===== src/register_address_remap_table_assert.svh =====
// assertion macros for the register address remap table
`ifndef REGISTER_ADDRESS_REMAP_TABLE_ASSERT_SVH
`define REGISTER_ADDRESS_REMAP_TABLE_ASSERT_SVH
`ifndef SYNTHESIS
`define RART_ASSERT_IMP(label, clk, rst, ante, cons, msg) \
  label: assert property (@(posedge clk) disable iff (rst) (ante) |-> (cons)) else $error(msg);
`define RART_ASSERT_NEXT(label, clk, rst, ante, cons, msg) \
  label: assert property (@(posedge clk) disable iff (rst) (ante) |=> (cons)) else $error(msg);
`else
`define RART_ASSERT_IMP(label, clk, rst, ante, cons, msg)
`define RART_ASSERT_NEXT(label, clk, rst, ante, cons, msg)
`endif
`endif


===== src/rart_pkg.sv =====
// ----------------------------------------------------------------------------
// rart_pkg
// types and constants shared by the remap table modules
// ----------------------------------------------------------------------------
package rart_pkg;

  localparam int TableEntries = 1024;
  localparam int MaxDevices   = 16;
  localparam int IdxW         = $clog2(TableEntries);
  localparam int CntW         = $clog2(TableEntries + 1);
  localparam int DevCntW      = $clog2(MaxDevices + 1);
  localparam int QDepth       = 2;

  typedef enum logic [1:0] {
    OP_MAP   = 2'd0,
    OP_READ  = 2'd1,
    OP_WRITE = 2'd2,
    OP_NONE  = 2'd3
  } op_t;

  typedef enum logic [2:0] {
    ST_OK       = 3'd0,
    ST_SIZE     = 3'd1,
    ST_COUNT    = 3'd2,
    ST_ALIGN    = 3'd3,
    ST_UNMAPPED = 3'd4,
    ST_DEVICES  = 3'd5,
    ST_FULL     = 3'd6
  } status_t;

  typedef enum logic [1:0] {
    BK_IDLE = 2'd0,
    BK_READ = 2'd1,
    BK_CMP  = 2'd2,
    BK_DONE = 2'd3
  } back_state_t;

  typedef struct packed {
    logic [1:0]  operation;
    logic        first_of_mapping;
    logic        linear_mode;
    logic [31:0] map_offset;
    logic [31:0] view_address;
    logic [31:0] device_index;
    logic [31:0] access_address;
    logic [3:0]  access_size;
    logic [3:0]  access_count;
    logic [31:0] write_data;
  } in_word_t;

  typedef struct packed {
    logic [2:0]  status;
    logic        forward_valid;
    logic        forward_write;
    logic [3:0]  target_device;
    logic [31:0] target_address;
    logic [31:0] forward_data;
    logic [31:0] aperture;
  } out_word_t;

  // classified work passed from front to back
  typedef struct packed {
    logic        lookup;   // 1: search the table, else report fixed result
    logic        do_write; // 1: store a new entry
    logic [2:0]  status;
    logic        is_write;
    logic [31:0] addr;     // lookup address or new entry view address
    logic [31:0] index;    // new entry target index
    logic [3:0]  device;
    logic [31:0] data;
    logic [31:0] aperture;
  } task_t;

endpackage


===== src/rart_queue.sv =====
// ----------------------------------------------------------------------------
// rart_queue
// short fifo of classified jobs between front and back
// ----------------------------------------------------------------------------
module rart_queue import rart_pkg::*; (
  input  logic  clk,
  input  logic  rst,
  input  logic  push,
  input  task_t push_job,
  input  logic  pop,
  output logic  full,
  output logic  empty,
  output task_t head
);

  localparam int PtrW = $clog2(QDepth);

  task_t           slots [QDepth];
  logic [PtrW-1:0] wr_ptr, rd_ptr;
  logic [PtrW:0]   fill;

  assign full  = (fill == (PtrW+1)'(QDepth));
  assign empty = (fill == '0);
  assign head  = slots[rd_ptr];

  always_ff @(posedge clk) begin
    if (push) slots[wr_ptr] <= push_job;
  end

  always_ff @(posedge clk) begin
    if (rst) begin
      wr_ptr <= '0;
      rd_ptr <= '0;
      fill   <= '0;
    end else begin
      if (push) wr_ptr <= wr_ptr + 1'b1;
      if (pop)  rd_ptr <= rd_ptr + 1'b1;
      fill <= fill + (PtrW+1)'(push) - (PtrW+1)'(pop);
    end
  end

endmodule


===== config.mk =====
export PLATFORM = sky130hd
export DESIGN_NAME = rart_queue
export DESIGN_NICKNAME = d
export VERILOG_FILES = /design/src/register_address_remap_table_assert.svh /design/src/rart_pkg.sv /design/src/rart_queue.sv
export SDC_FILE = /design/constraint.sdc
export NUM_CORES = 1
export LEC_CHECK = 0
export ABC_AREA = 0
export BUFFER_PORTS_ARGS = -buffer_cell sky130_fd_sc_hd__buf_2
export CORE_ASPECT_RATIO = 0.5
export CORE_UTILIZATION = 55
export DETAILED_ROUTE_END_ITERATION = 7
export PLACE_DENSITY = 0.83
export SYNTH_ARGS = -nofsm -noshare
export SYNTH_HDL_FRONTEND = slang
export SYNTH_SLANG_ARGS = --single-unit

===== constraint.sdc =====
create_clock -name clk -period 12.39 [get_ports clk]
set_input_delay 2.478 -clock clk [delete_from_list [all_inputs] [get_ports clk]]
set_output_delay 2.478 -clock clk [all_outputs]
set_load 0.01 [all_outputs]

==> results.txt <==
HPWL after DPL = 12600 µm
total of max-cap violations = 0
Clock Skew = 0.0201 ns
Overall Power = 2.02 mW
largest net degree at the start of global routing = 77
Sw Ratio = 0.220
All-Layer GR Usage = 0.196
Layout Area Growth over Synthesis = 22.1%
Critical Path Sink Type = output port
die height = 98.4 µm
vias per inst = 5.15
DR WL/cell = 19.4 µm
syn_nets = 594
cts repair resizes = 0
Design Area, Final = 0.0125 mm²
H-tree depth = 1
Fin. Hold Viols = 0
unrepaired setup endpoints after global routing = false
worst skew pair latency = 0.51 ns
register share of total power = 0.561
# fillers = 1103
Post-Syn Instances = 450
Initial Utilization = 0.575
Crit path required time = 9.91 ns
root buf cell = clkbuf_16
Fmax = 184 MHz
share of cells above drive strength 1 = 0.599
via count = 5130
final net count = 889
Mapped Area = 0.0102 mm²
Placed Area = 0.0118 mm²
die extent in x = 195 µm
Psw = 0.445 mW
Post-CTS Setup Inserts = 0
core area = 0.0178 mm²
kind of critical path = flip-flop to output port
Initial DRT Pass Iterations = 6
Tcrit/Tclk final = 0.439
Leak = 4.67 nW
gp weighted congestion = 0.806
initial antenna violation count = 3
Num CTS Buffers = 23
Slew HR = 0.305
Final setup viols = 0
first-pass GRT wire length = 28300 µm
Clock power frac = 0.332
Reg clk slew, reported paths = 0.07 ns
DRC viols = 0
minimum clock period = 5.44 ns
crit start category = flip-flop
Seq cells post-synth = 281
hold buffers post-CTS = 0
1st-iter DRT viols = 199
Num Clock Sinks = 281
worst-path fanout max = 74
routed wire length = 19300 µm
vias in the first global route = 5242
commonest non-fill, non-tap cells in the layout = buf_2 (281), edfxtp_1 (276), mux2_2 (138)
Mean Syn Cell Area = 22.7 µm²
port bufs = 281
Logic pwr share = 0.107
GRT overflow = 0
Power Dens Cells = 162 mW/mm²
Max clock buf depth = 3
actual slew at the worst max-slew pin = 1.04 ns
most common cell after layout, fill and taps aside = buf_2
outcome = completed
CTS tree = yes
Yosys cell types = 12
Fin Setup TNS = 0 ns
Max Transition Viols Final = 0
Seq/Total Area, Yosys = 0.821
Util after Layout = 0.702
DIE AREA = 0.0192 mm²
arrival time at the worst endpoint = 2.96 ns
IO Count = 282
peak supply drop = 106 µV
DRT antenna net count = 0
row cnt = 34
internal power = 1.58 mW
type of the most critical hold path = flip-flop to flip-flop
Synth warnings = 0
==> per-layer routing <==
layer,vias to the layer above,global-route usage,share of wire
met3,43,0.0466,0.048
li1,2383,-,-
met4,0,0.0793,0.034
met5,-,0,0
met1,2563,0.225,0.39
met2,141,0.356,0.53
==> cells by family after synthesis <==
| family | count (synthesis) | share of synthesized area |
|---|---|---|
| DFF | 281 | 0.821 |
| muxes | 138 | 0.152 |
| buffers and inverters | 17 | 0.0166 |
| and+or+nand+nor | 9 | 0.00429 |
| xor gates and xnor gates | 3 | 0.00392 |
| adders and majority gates | 2 | 0.00245 |
==> registers in the layout, indices dropped and copies added (netlist names), named ones only <==
register	cells
fill	2
slots	276
wr_ptr	1
rd_ptr	1
==> per-stage QoR <==
stage | std cells | setup WS [ns] | hold WS, ns
2_1_floorplan | 450 | 3.28 | 0.480
3_3_place_gp | 954 | 7.50 | 0.496
3_5_place_dp | 954 | 7.48 | 0.512
4_1_cts | 992 | 6.93 | 0.527
5_1_grt | 994 | 6.78 | 0.546
6_report | 996 | 6.95 | 0.531
==> Yosys cell counts <==
master / n / area share
edfxtp_1: 276 / 0.81
mux2_2: 138 / 0.15
buf_6: 14 / 0.015
dfxtp_1: 5 / 0.0098
nor2_1: 5 / 0.0018
nor2b_1: 3 / 0.0018
ha_1: 2 / 0.0024
inv_1: 2 / 0.00073
xnor2_1: 2 / 0.0017
and2_1: 1 / 0.00061
buf_2: 1 / 0.00049
xnor3_1: 1 / 0.0022
==> worst paths after layout <==
kind / cells after the start / slack, ns / endpoint / startpoint
setup / recovery: 3 / 6.95 / head[15] / flip-flop
hold / removal: 2 / 0.53 / rd_ptr / rd_ptr
hold reg to reg: 2 / 0.53 / rd_ptr / rd_ptr
setup reg to reg: 2 / 9.84 / slots[1][40] / wr_ptr
==> cell type report <==
cell class / count / area, µm² / share of cell area
flip-flops and latches: 281 / 8390 / 0.673
well taps: 234 / 293 / 0.0235
inverters: 2 / 7.51 / 0.000602
repair buffers: 285 / 1440 / 0.115
clock buffers: 28 / 594 / 0.0476
multi-input cells: 152 / 1670 / 0.134
diodes: 4 / 10.0 / 0.000802
clock inverters: 10 / 72.6 / 0.00582
==> power by group through the flow <==
stage | Combinational [mW] | Sequential, mW | Clock [mW]
after floorplan | 0.137 | 1.15 | 0
after global placement | 0.213 | 1.15 | 0
after detailed placement | 0.219 | 1.15 | 0
after CTS | 0.221 | 1.13 | 0.687
after global routing | 0.233 | 1.14 | 0.719
final | 0.217 | 1.13 | 0.671
==> critical path, cell delays in order (launching register included) <==
cell and delay, ns:
dfxtp_4 0.89, buf_4 0.85, mux2_2 0.42, buf_2 0.15
(Power assumes the default switching activity.)
