==> config.mk <==
export PLATFORM = sky130hd
export DESIGN_NAME = rart_front
export DESIGN_NICKNAME = d
export VERILOG_FILES = /design/src/register_address_remap_table_assert.svh /design/src/rart_pkg.sv /design/src/rart_front.sv
export SDC_FILE = /design/constraint.sdc
export NUM_CORES = 1
export LEC_CHECK = 0
export ABC_AREA = 1
export CORE_ASPECT_RATIO = 1.1
export CORE_UTILIZATION = 40
export DETAILED_ROUTE_END_ITERATION = 16
export DONT_BUFFER_PORTS = 1
export PLACE_DENSITY = 0.56
export SLEW_MARGIN = 15
export SYNTH_ARGS = -nofsm -noshare
export SYNTH_HDL_FRONTEND = slang
export SYNTH_SLANG_ARGS = --single-unit
==> constraint.sdc <==
create_clock -name clk -period 5.57 [get_ports clk]
set_input_delay 0 -clock clk [delete_from_list [all_inputs] [get_ports clk]]
set_output_delay 0 -clock clk [all_outputs]
set_load 0.005 [all_outputs]
==> src/register_address_remap_table_assert.svh <==
// assertion macros for the register address remap table
`ifndef REGISTER_ADDRESS_REMAP_TABLE_ASSERT_SVH
`define REGISTER_ADDRESS_REMAP_TABLE_ASSERT_SVH
`ifndef SYNTHESIS
`define RART_ASSERT_IMP(label, clk, rst, ante, cons, msg) \
  label: assert property (@(posedge clk) disable iff (rst) (ante) |-> (cons)) else $error(msg);
`define RART_ASSERT_NEXT(label, clk, rst, ante, cons, msg) \
  label: assert property (@(posedge clk) disable iff (rst) (ante) |=> (cons)) else $error(msg);
`else
`define RART_ASSERT_IMP(label, clk, rst, ante, cons, msg)
`define RART_ASSERT_NEXT(label, clk, rst, ante, cons, msg)
`endif
`endif

==> src/rart_pkg.sv <==
// ----------------------------------------------------------------------------
// rart_pkg
// types and constants shared by the remap table modules
// ----------------------------------------------------------------------------
package rart_pkg;

  localparam int TableEntries = 1024;
  localparam int MaxDevices   = 16;
  localparam int IdxW         = $clog2(TableEntries);
  localparam int CntW         = $clog2(TableEntries + 1);
  localparam int DevCntW      = $clog2(MaxDevices + 1);
  localparam int QDepth       = 2;

  typedef enum logic [1:0] {
    OP_MAP   = 2'd0,
    OP_READ  = 2'd1,
    OP_WRITE = 2'd2,
    OP_NONE  = 2'd3
  } op_t;

  typedef enum logic [2:0] {
    ST_OK       = 3'd0,
    ST_SIZE     = 3'd1,
    ST_COUNT    = 3'd2,
    ST_ALIGN    = 3'd3,
    ST_UNMAPPED = 3'd4,
    ST_DEVICES  = 3'd5,
    ST_FULL     = 3'd6
  } status_t;

  typedef enum logic [1:0] {
    BK_IDLE = 2'd0,
    BK_READ = 2'd1,
    BK_CMP  = 2'd2,
    BK_DONE = 2'd3
  } back_state_t;

  typedef struct packed {
    logic [1:0]  operation;
    logic        first_of_mapping;
    logic        linear_mode;
    logic [31:0] map_offset;
    logic [31:0] view_address;
    logic [31:0] device_index;
    logic [31:0] access_address;
    logic [3:0]  access_size;
    logic [3:0]  access_count;
    logic [31:0] write_data;
  } in_word_t;

  typedef struct packed {
    logic [2:0]  status;
    logic        forward_valid;
    logic        forward_write;
    logic [3:0]  target_device;
    logic [31:0] target_address;
    logic [31:0] forward_data;
    logic [31:0] aperture;
  } out_word_t;

  // classified work passed from front to back
  typedef struct packed {
    logic        lookup;   // 1: search the table, else report fixed result
    logic        do_write; // 1: store a new entry
    logic [2:0]  status;
    logic        is_write;
    logic [31:0] addr;     // lookup address or new entry view address
    logic [31:0] index;    // new entry target index
    logic [3:0]  device;
    logic [31:0] data;
    logic [31:0] aperture;
  } task_t;

endpackage

==> src/rart_front.sv <==
// ----------------------------------------------------------------------------
// rart_front
// classifies items and keeps mapping bookkeeping
// ----------------------------------------------------------------------------
module rart_front import rart_pkg::*; (
  input  logic     clk,
  input  logic     rst,
  input  logic     take,
  input  in_word_t item,
  output task_t    job
);

  logic [DevCntW-1:0] device_count, device_count_next;
  logic [31:0]        mapping_position, mapping_position_next;
  logic [31:0]        mapping_max_address, mapping_max_address_next;
  logic               mapping_refused, mapping_refused_next;
  logic [31:0]        aperture_value, aperture_value_next;
  logic [31:0]        vaddr;
  logic [31:0]        max_new;

  assign vaddr = item.map_offset + item.view_address;

  always_comb begin
    device_count_next        = device_count;
    mapping_position_next    = mapping_position;
    mapping_max_address_next = mapping_max_address;
    mapping_refused_next     = mapping_refused;
    aperture_value_next      = aperture_value;
    max_new                  = '0;
    job          = '0;
    job.is_write = (item.operation == OP_WRITE);
    job.addr     = item.access_address;
    job.data     = item.write_data;
    job.status   = ST_OK;
    unique case (op_t'(item.operation))
      OP_MAP: begin
        job.addr = vaddr;
        if (item.first_of_mapping && device_count >= DevCntW'(MaxDevices)) begin
          mapping_refused_next = 1'b1;
          job.status = ST_DEVICES;
        end else if (!item.first_of_mapping &&
                     (mapping_refused || device_count == '0)) begin
          job.status = ST_DEVICES;
        end else begin
          if (item.first_of_mapping) begin
            mapping_refused_next = 1'b0;
            device_count_next    = device_count + 1'b1;
            max_new              = '0;
            job.index = item.linear_mode ? 32'd0 : item.device_index;
            mapping_position_next = 32'd1;
          end else begin
            max_new   = mapping_max_address;
            job.index = item.linear_mode ? mapping_position : item.device_index;
            mapping_position_next = mapping_position + 32'd1;
          end
          if (vaddr > max_new) max_new = vaddr;
          mapping_max_address_next = max_new;
          aperture_value_next      = max_new + 32'd4;
          job.device   = 4'(device_count_next - 1'b1);
          job.do_write = 1'b1;
        end
      end
      OP_READ, OP_WRITE: begin
        if (item.access_size != 4'd4)       job.status = ST_SIZE;
        else if (item.access_count != 4'd1) job.status = ST_COUNT;
        else if (item.access_address[1:0] != 2'b00) job.status = ST_ALIGN;
        else begin
          job.status = ST_UNMAPPED;
          job.lookup = 1'b1;
        end
      end
      default: job.status = ST_OK;
    endcase
    job.aperture = aperture_value_next;
  end

  always_ff @(posedge clk) begin
    if (rst) begin
      device_count        <= '0;
      mapping_position    <= '0;
      mapping_max_address <= '0;
      mapping_refused     <= 1'b0;
      aperture_value      <= '0;
    end else if (take) begin
      device_count        <= device_count_next;
      mapping_position    <= mapping_position_next;
      mapping_max_address <= mapping_max_address_next;
      mapping_refused     <= mapping_refused_next;
      aperture_value      <= aperture_value_next;
    end
  end

endmodule

==> impl_metrics.py, run 1 <==
metrics = {
    "die": {
        "die_h_um": 169,
        "die-area_um2": 26100,
        "design.core.area_um2": 24800,
        "start_util_pct": 41.2,
        "rows": 60,
        "die_w_um": 154,
        "boundaryPins": 313,
    },
    "yosys": {
        "synth_top_cells_by_count": "nand2_1, inv_1, a21oi_1, nand3_1, nor2_1",
        "yosys.area.top_type": "dfxtp_1",
        "yosysSeqAreaShare_pct": 20.0,
        "syn_inst": 1753,
        "synth_area_leaders": "dfxtp_1, nand2_1, inv_1",
        "synth_edf_count": 0,
        "ys_types": 47,
        "ys_seq_elements": 102,
        "ys_async_sr_fraction_pct": 0,
        "ys.flop_type": "dfxtp_1",
        "netlist_area_um2": 10200,
        "synth.most_common_cell": "nand2_1",
        "yosysWarnings": 0,
        "synth_top_area_share_pct": 20.0,
        "syn_nets": 1998,
        "avgSynthCellArea_um2": 5.82,
    },
    "setup_path": {
        "crit_top_cell": "nand2_1",
        "cp_top_family": "simple AND/OR/NAND/NOR gates",
        "crit_arrival_ns": 4.97,
        "crit_required_ns": 5.57,
        "start_kind": "input pin",
        "crit_type": "input pin to output port",
        "critPathMaxStageDelay_ns": 0.44,
        "r2r_slack_ns": 1.76,
        "rr_startpoint": "mapping_max_address[12]",
        "cp-end-kind": "output port",
        "reg2reg_to": "aperture_value[30]",
        "critical_path_buf_inv_count": 3,
        "rr_worst_depth": 26,
        "path_max_fanout": 35,
        "cp_slowest_cell": "nor3_1",
    },
    "drt": {
        "detail-route-antenna-nets": 0,
        "drt-initial-drc-count": 582,
        "vias_per_cell": 5.24,
        "drtPass1Iterations": 5,
        "drc": 0,
        "routed_wl_um": 30300,
        "vias": 10500,
        "routedWlPerCell_um": 15.2,
    },
    "timing": {
        "fin_tns_setup_ns": 0,
        "fin_crit_sh_pct": 89.2,
        "tightest_slew_ns": 1.03,
        "max-slew-margin-rel_pct": 31.0,
        "drv_slew": 0,
        "max_freq_mhz": 201,
        "rsz0062_at_grt": "no",
        "finalHoldViolCount": 0,
        "setup_violations": 0,
        "final.setup_skew_ns": 0.0106,
        "fin_crit_ns": 4.97,
    },
    "place": {
        "dp_hpwl_um": 23500,
        "portBuffers": 0,
        "place_congestion": 0.895,
    },
    "grt": {
        "grt.total_usage_pct": 23.0,
        "grtUsageMet2_pct": 43.1,
        "use_met3_pct": 3.80,
        "grt_pass1_vias": 9666,
        "antenna_found_initial": 0,
        "grt_max_degree": 88,
        "grt_first_pass_wirelength_um": 48300,
        "grt_remaining_overflow": 0,
        "met1_usage_pct": 26.0,
        "grt_busiest_layer": "met2",
    },
    "power": {
        "p_leak_uw": 0.00512,
        "power_frac_comb_pct": 45.1,
        "swShare_pct": 44.1,
        "peakVddDrop_v": 0.000145,
        "p_int_uw": 1410,
        "power_uw": 2530,
        "p_sw_uw": 1110,
        "power.density_nw_per_um2": 240,
        "seqPwrFrac_pct": 30.2,
        "p_clk_share_pct": 24.7,
    },
    "final_layout": {
        "drive_above_1_share_pct": 5.03,
        "fill_cells": 2783,
        "area_delta_synth_final_pct": 3.43,
        "n_antenna_cell": 0,
        "finalNetCount": 1931,
        "seq_area_um2": 2040,
        "multiInputGateArea_um2": 6510,
    },
    "clock_network": {
        "clockRootBuffer": "clkbuf_16",
        "cts.sinks": 102,
        "clock_latency_ns": 0.36,
        "cts_tree": "built",
        "numCtsBuffers": 9,
        "post_cts_buffers": 0,
        "cts.htree.levels": 3,
        "clock_path_buffers": 2,
    },
    "run_status": {
        "status": "complete, no violations",
    },
    "hold_path": {
        "worstHoldEndpoint": "job[38]",
        "holdPathStages": 0,
        "hp-start": "item[6]",
        "min_path_type": "input pin to output port",
    },
    "run": {
        "cap_violations": 0,
    },
}
[per-stage QoR]
stage                     hold WS (ns)  cells  area, um2  util [%]  worst slack, ns
after global routing        0.00000796   2000      10600      42.6           0.0248
after detailed placement     0.0000346   1979      10200      41.1            0.314
after CTS                    0.0000346   2000      10500      42.5            0.347
after floorplan                 0.0808   1753      10200         -             1.41
final                       0.00000200   2000      10600      42.6            0.602
after global placement       0.0000346   1979      10200      41.1            0.424
[timing repair]
item	in CTS	in global routing
endpoints found under the hold margin	67	0
endpoints found under the setup margin	0	20
hold buffers	6	0
gates resized for setup	0	5
[worst max path at each step]
stage / start / cells after the start / end / slack [ns]
final: item[106] / 32 / job[31] / 0.60
after global placement: item[111] / 32 / aperture_value[30] / 0.42
after CTS: item[106] / 30 / job[10] / 0.35
after detailed placement: item[106] / 34 / aperture_value[30] / 0.31
after floorplan: item[111] / 33 / aperture_value[28] / 1.41
after global routing: item[106] / 40 / job[24] / 0.02
[cell usage in the layout, fill, tap and decap left out, types with 20 or more instances in the layout]
master	n
dfxtp_1	102
a21oi_1	157
nand3_1	144
xor2_1	26
o21ai_0	102
nand2_1	443
nand4_1	20
ha_1	69
nor2_1	139
inv_1	293
[sequential cells by signal (all words and copies together), names as in the netlist]
| signal | flops |
|---|---|
| aperture_value | 32 |
| device_count | 5 |
| mapping_max_address | 32 |
| mapping_position | 32 |
| mapping_refused | 1 |
[per-layer routing]
layer  up-vias  wire length, um
li1       5411                -
met1      4712            12600
met2       300            15300
met3        52             1450
met4         0              926
met5         -                0
[cell type report]
cell class                      count  share of cell area (%)
Tap cell                          310                    3.68
Clock inverter                      6                   0.510
Inverter                          304                    10.8
Sequential cell                   102                    19.4
Timing Repair Buffer               21                    1.84
Multi-Input combinational cell   1248                    61.7
Clock buffer                        9                    2.13
[cell families (layout without fill, tap and decap cells)]
group	Yosys count	in the layout	share of synthesized area [%]
simple gates	816	816	34.7
buf+inv	403	340	16.3
compound gates	322	322	16.9
flops	102	102	20.0
fa+ha+maj	70	70	8.66
xor+xnor	40	40	3.43
[power groups by stage]
stage	Clock [uW]	Combinational (uW)	Sequential [uW]
floorplan	0	857	778
global placement	0	1120	780
detailed placement	0	1130	780
CTS	644	1140	763
global route	670	1290	766
finish	624	1140	763
Power figures use the tool's default switching activity.
==> run 2: changes to the inputs <==
==> constraint.sdc (replaced) <==
create_clock -name clk -period 4.6 [get_ports clk]
set_input_delay 0.92 -clock clk [delete_from_list [all_inputs] [get_ports clk]]
set_output_delay 0.92 -clock clk [all_outputs]
set_load 0.005 [all_outputs]
==> run 2 against run 1 <==
- first-iteration DRC count grew 17%
- critical path depth grew 4
- clock power grew 29%
- critical path type unchanged
- the run now ends with negative setup slack left
- design area grew 34%
- final cell count grew 14%
- wire length grew 19%
- non-clock buffer count grew 272
- combinational power grew 130%
- sequential cell count is the same
- count of clock-buffer cells in the layout is the same
- clock skew grew 0.0024 ns
- worst hold slack gained 0.46 ns
==> impl_metrics.py, run 2 (synthesis gave the netlist of run 1 again) <==
metrics = {
    "grt": {
        "grt_remaining_overflow": 0,
        "grt_max_degree": 89,
        "grt_pass1_vias": 10700,
        "grt.total_usage_pct": 26.0,
        "antenna_found_initial": 0,
        "grt_first_pass_wirelength_um": 53900,
    },
    "clock_network": {
        "cts.htree.levels": 3,
        "clock_latency_ns": 0.36,
        "cts.reportedPaths.clkPinSlew_ns": 0.07,
        "cts.sinks": 102,
        "cts_tree": "built",
        "numCtsBuffers": 9,
        "clockRootBuffer": "clkbuf_16",
        "clock_path_buffers": 2,
    },
    "die": {
        "die_h_um": 169,
        "design.core.area_um2": 24800,
        "rows": 60,
        "die-area_um2": 26100,
        "start_util_pct": 41.2,
        "die_w_um": 154,
        "boundaryPins": 313,
    },
    "drt": {
        "detail-route-antenna-nets": 0,
        "wl_met3_um": 1730,
        "routedWlPerCell_um": 15.8,
        "routed_wl_um": 36000,
        "drc": 0,
        "vias_per_cell": 5.18,
        "wl_met1_um": 14900,
        "vias": 11800,
        "drt-initial-drc-count": 680,
        "route.met2.wl_um": 18300,
        "top_layer": "met4",
        "drtPass1Iterations": 5,
    },
    "place": {
        "preCtsSetupSlack_ns": -1.77,
        "dp_hpwl_um": 27000,
        "portBuffers": 0,
        "place_congestion": 0.902,
        "dp.cells": 2194,
    },
    "final_layout": {
        "reg_top3": "aperture_value: 32 flops, mapping_max_address: 32 flops, mapping_position: 32 flops",
        "drive_above_1_share_pct": 30.5,
        "finalNetCount": 2203,
        "layout_common_cells": "nand2_1, inv_1, buf_4, a21oi_1, nand3_1",
        "area_delta_synth_final_pct": 38.7,
        "layout_commonest_cell": "nand2_1",
        "fin_util_pct": 57.1,
        "final_cells": 2272,
        "n_antenna_cell": 0,
    },
    "setup_path": {
        "critPathMaxStageDelay_ns": 0.25,
        "cp-end-kind": "output port",
        "crit_required_ns": 3.68,
        "crit_arrival_ns": 5.14,
        "crit_top_cell": "nand2_1",
        "start_kind": "input pin",
        "cp_slowest_cell": "ha_4",
        "crit_type": "input pin to output port",
        "path_max_fanout": 8,
    },
    "power": {
        "power.density_nw_per_um2": 309,
        "p_leak_uw": 0.00688,
        "peakVddDrop_v": 0.000207,
    },
    "timing": {
        "fin_ws_ns": -1.46,
        "setup_violations": 58,
        "drv_slew": 0,
        "fin_crit_ns": 6.06,
        "final.setup_skew_ns": 0.0130,
        "max_freq_mhz": 165,
        "rsz0062_at_grt": "yes",
        "tightest_slew_ns": 1.02,
        "max-slew-margin-rel_pct": 32.1,
        "fin_crit_sh_pct": 132,
        "finalHoldViolCount": 0,
    },
    "run": {
        "cap_violations": 0,
    },
    "run_status": {
        "violations": "negative setup slack",
        "status": "finished with violations",
    },
    "hold_path": {
        "min_path_type": "flop to flop",
    },
}
[run 2: repair_timing]
item / CTS / global route
setup buffers: 22 / 47
cloned: 1 / 2
resized for setup: 101 / 222
endpoints found under the setup margin: 62 / 74
hold buffers: 0 / 0
pin swaps: 36 / 76
[run 2: per-layer routing]
metal  vias to the layer above  GRT usage [%]
met5                         -              0
met4                         0           6.80
met3                        62           3.09
met2                       378           48.6
met1                      5350           31.3
li1                       5970              -
[run 2: path summary, 6_finish.rpt]
path,start,slack [ns],depth (start not counted),end
worst max-delay path,item[142],-1.46,36,job[22]
worst min-delay path,mapping_refused,0.46,2,mapping_refused
worst max register to register,mapping_max_address[1],1.04,27,aperture_value[22]
worst min register to register,mapping_refused,0.46,2,mapping_refused
[run 2: through the flow]
| stage | hold WS (ns) | setup TNS [ns] | total power [uW] | cell area, um2 |
|---|---|---|---|---|
| global route | 0.487 | -63.70 | 4620 | 14200 |
| floorplan | 0.423 | -33.77 | 2050 | 10500 |
| detailed placement | 0.443 | -75.57 | 2930 | 12100 |
| finish | 0.457 | -45.31 | 4370 | 14200 |
| global placement | 0.441 | -74.86 | 2920 | 12100 |
| CTS | 0.455 | -42.84 | 3960 | 13000 |
[run 2: worst max-delay path: cells and delay by family]
family                     cells  cell delay (ns)
and+or+nand+nor               23             2.24
AOI/OAI and AO/OA              5             0.68
buffers and inverters          5             0.55
adders and majority gates      2             0.50
xor gates and xnor gates       1             0.21
[run 2: layout make-up]
class / count / area, um2
clock buffer: 9 / 225
clock inverter: 6 / 71.3
fill: 2453 / 10600
inverter: 304 / 1150
multi-input combinational: 1248 / 7890
sequential: 102 / 2040
tap: 310 / 388
timing repair buffer: 293 / 2380
[run 2: power breakdown]
group / total (uW) / switching (uW) / leakage (uW) / internal (uW)
logic: 2640 / 1440 / 0.00591 / 1200
registers: 925 / 11.7 / 0.000827 / 913
clock network: 808 / 382 / 0.000144 / 426
total: 4370 / 1830 / 0.00688 / 2540
==> run 3: changes to the inputs <==
--- a/config.mk
+++ b/config.mk
@@ -10,6 +10,7 @@
 export CORE_UTILIZATION = 40
 export DETAILED_ROUTE_END_ITERATION = 16
 export DONT_BUFFER_PORTS = 1
+export GPL_ROUTABILITY_DRIVEN = 1
 export PLACE_DENSITY = 0.56
 export SLEW_MARGIN = 15
 export SYNTH_ARGS = -nofsm -noshare
==> constraint.sdc (replaced) <==
create_clock -name clk -period 4.6 [get_ports clk]
set_input_delay 0.69 -clock clk [delete_from_list [all_inputs] [get_ports clk]]
set_output_delay 0.69 -clock clk [all_outputs]
set_load 0.005 [all_outputs]
==> run 3 against run 2 <==
- the run still ends with negative setup slack left
- first-iteration DRC count fell by 6.6%
- final cell count is 0.75% lower
- sequential power barely moved
- highest routed layer unchanged
- largest power group unchanged
- largest cell class unchanged
- critical path depth grew 2
- design area decreased by 4.0%
- global-route usage is 0.47 points higher
==> impl_metrics.py, run 3 (synthesis gave the netlist of run 1 again) <==
metrics = {
    "timing": {
        "tightest_slew_ns": 0.977,
        "rsz0062_at_grt": "yes",
        "final.setup_skew_ns": 0.0158,
        "setup_violations": 39,
        "max-slew-margin-rel_pct": 34.8,
        "fin_crit_sh_pct": 122,
        "max_freq_mhz": 178,
        "fin_ws_ns": -1.01,
        "finalHoldViolCount": 0,
        "fin_crit_ns": 5.61,
        "drv_slew": 0,
        "whs_ns": 0.422,
    },
    "power": {
        "power.density_nw_per_um2": 305,
        "peakVddDrop_v": 0.000165,
        "p_leak_uw": 0.00659,
    },
    "setup_path": {
        "path_max_fanout": 6,
        "crit_type": "input pin to output port",
        "cp-end-kind": "output port",
        "crit_top_cell": "buf_4",
        "crit_required_ns": 3.91,
        "start_kind": "input pin",
        "critPathMaxStageDelay_ns": 0.31,
        "cp_slowest_cell": "xor2_2",
        "crit_arrival_ns": 4.92,
    },
    "final_layout": {
        "area_delta_synth_final_pct": 33.1,
        "layout_commonest_cell": "nand2_1",
        "fill_cells": 2496,
        "stdcell_area_um2": 13600,
        "n_antenna_cell": 0,
        "finalNetCount": 2186,
        "reg_top3": "aperture_value: 32 flops, mapping_max_address: 32 flops, mapping_position: 32 flops",
        "seq_area_um2": 2040,
        "drive_above_1_share_pct": 27.2,
        "multiInputGateArea_um2": 7560,
        "layout_common_cells": "nand2_1, inv_1, buf_4, a21oi_1, nand3_1",
    },
    "drt": {
        "vias": 11600,
        "drtPass1Iterations": 5,
        "routed_wl_um": 35100,
        "drt-initial-drc-count": 635,
        "detail-route-antenna-nets": 0,
        "routedWlPerCell_um": 15.6,
        "vias_per_cell": 5.13,
        "drc": 0,
    },
    "die": {
        "start_util_pct": 41.2,
        "die_w_um": 154,
        "boundaryPins": 313,
        "rows": 60,
        "design.core.area_um2": 24800,
        "die_h_um": 169,
        "die-area_um2": 26100,
    },
    "clock_network": {
        "cts_tree": "built",
        "clockRootBuffer": "clkbuf_16",
        "cts.htree.levels": 3,
        "cts.reportedPaths.clkPinSlew_ns": 0.07,
        "numCtsBuffers": 9,
        "clock_latency_ns": 0.36,
        "clock_path_buffers": 2,
        "cts.sinks": 102,
    },
    "grt": {
        "grt_remaining_overflow": 0,
        "grt.total_usage_pct": 26.5,
        "grt_max_degree": 89,
        "antenna_found_initial": 0,
        "grt_pass1_vias": 11200,
        "grt_first_pass_wirelength_um": 54900,
    },
    "place": {
        "dp_hpwl_um": 27200,
        "place_congestion": 0.920,
        "portBuffers": 0,
        "dpl_cell_area_um2": 12000,
    },
    "run_status": {
        "status": "finished with violations",
        "violations": "negative setup slack",
    },
    "hold_path": {
        "min_path_type": "input pin to flop",
    },
    "run": {
        "cap_violations": 0,
    },
}
[run 3: metrics by stage]
stage	setup WS (ns)	setup TNS [ns]	instances	util, %	power, uW
finish	-1.01	-30.28	2255	54.8	4150
global route	-1.32	-46.95	2255	54.8	4410
CTS	-0.850	-25.09	2242	52.9	3990
detailed placement	-1.30	-52.93	2188	48.6	2910
global placement	-1.28	-50.62	2188	48.6	2900
floorplan	-0.689	-15.31	1753	-	2050
[run 3: path summary, 6_finish.rpt]
check	from	endpoint	slack, ns	depth (start not counted)
worst max-delay path	item[108]	job[10]	-1.01	38
worst min-delay path	rst	aperture_value[2]	0.42	1
worst max register to register	mapping_max_address[30]	aperture_value[30]	0.40	37
worst min register to register	mapping_refused	mapping_refused	0.45	2
[run 3: layer usage]
layer  share of wire (%)  track usage [%]  routed length [um]
met1                  42             30.9               14800
met2                  51             49.6               17900
met3                 3.8             2.63                1340
met4                 3.0             10.3                1060
met5                   0                0                   0
[run 3: final cells by class]
type / instances / area share, %
repair buffers: 275 / 15.6
clock buffers: 10 / 1.69
flip-flops and latches: 102 / 15.0
clock inverters: 5 / 0.627
well taps: 310 / 2.86
inverters: 304 / 8.46
multi-input cells: 1249 / 55.7
[run 3: worst max-delay path, delay by kind of cell]
family,cells,cell delay [ns]
AO/OA/AOI/OAI,2,0.16
buffers and inverters,16,1.81
XOR/XNOR,1,0.31
AND/OR/NAND/NOR,17,1.53
adder cells (fa/ha/maj),2,0.41
[run 3: timing repair]
item / in CTS / in global routing
gates cloned: 1 / 0
gates resized for setup: 124 / 100
hold buffers: 0 / 0
endpoints found under the setup margin: 60 / 63
pin swaps: 51 / 60
buffers inserted: 41 / 15
[run 3: power breakdown]
part / total, uW / switching (uW) / internal [uW]
sequential: 925 / 11.6 / 913
clock: 852 / 375 / 477
combinational: 2370 / 1300 / 1060
total: 4150 / 1690 / 2450
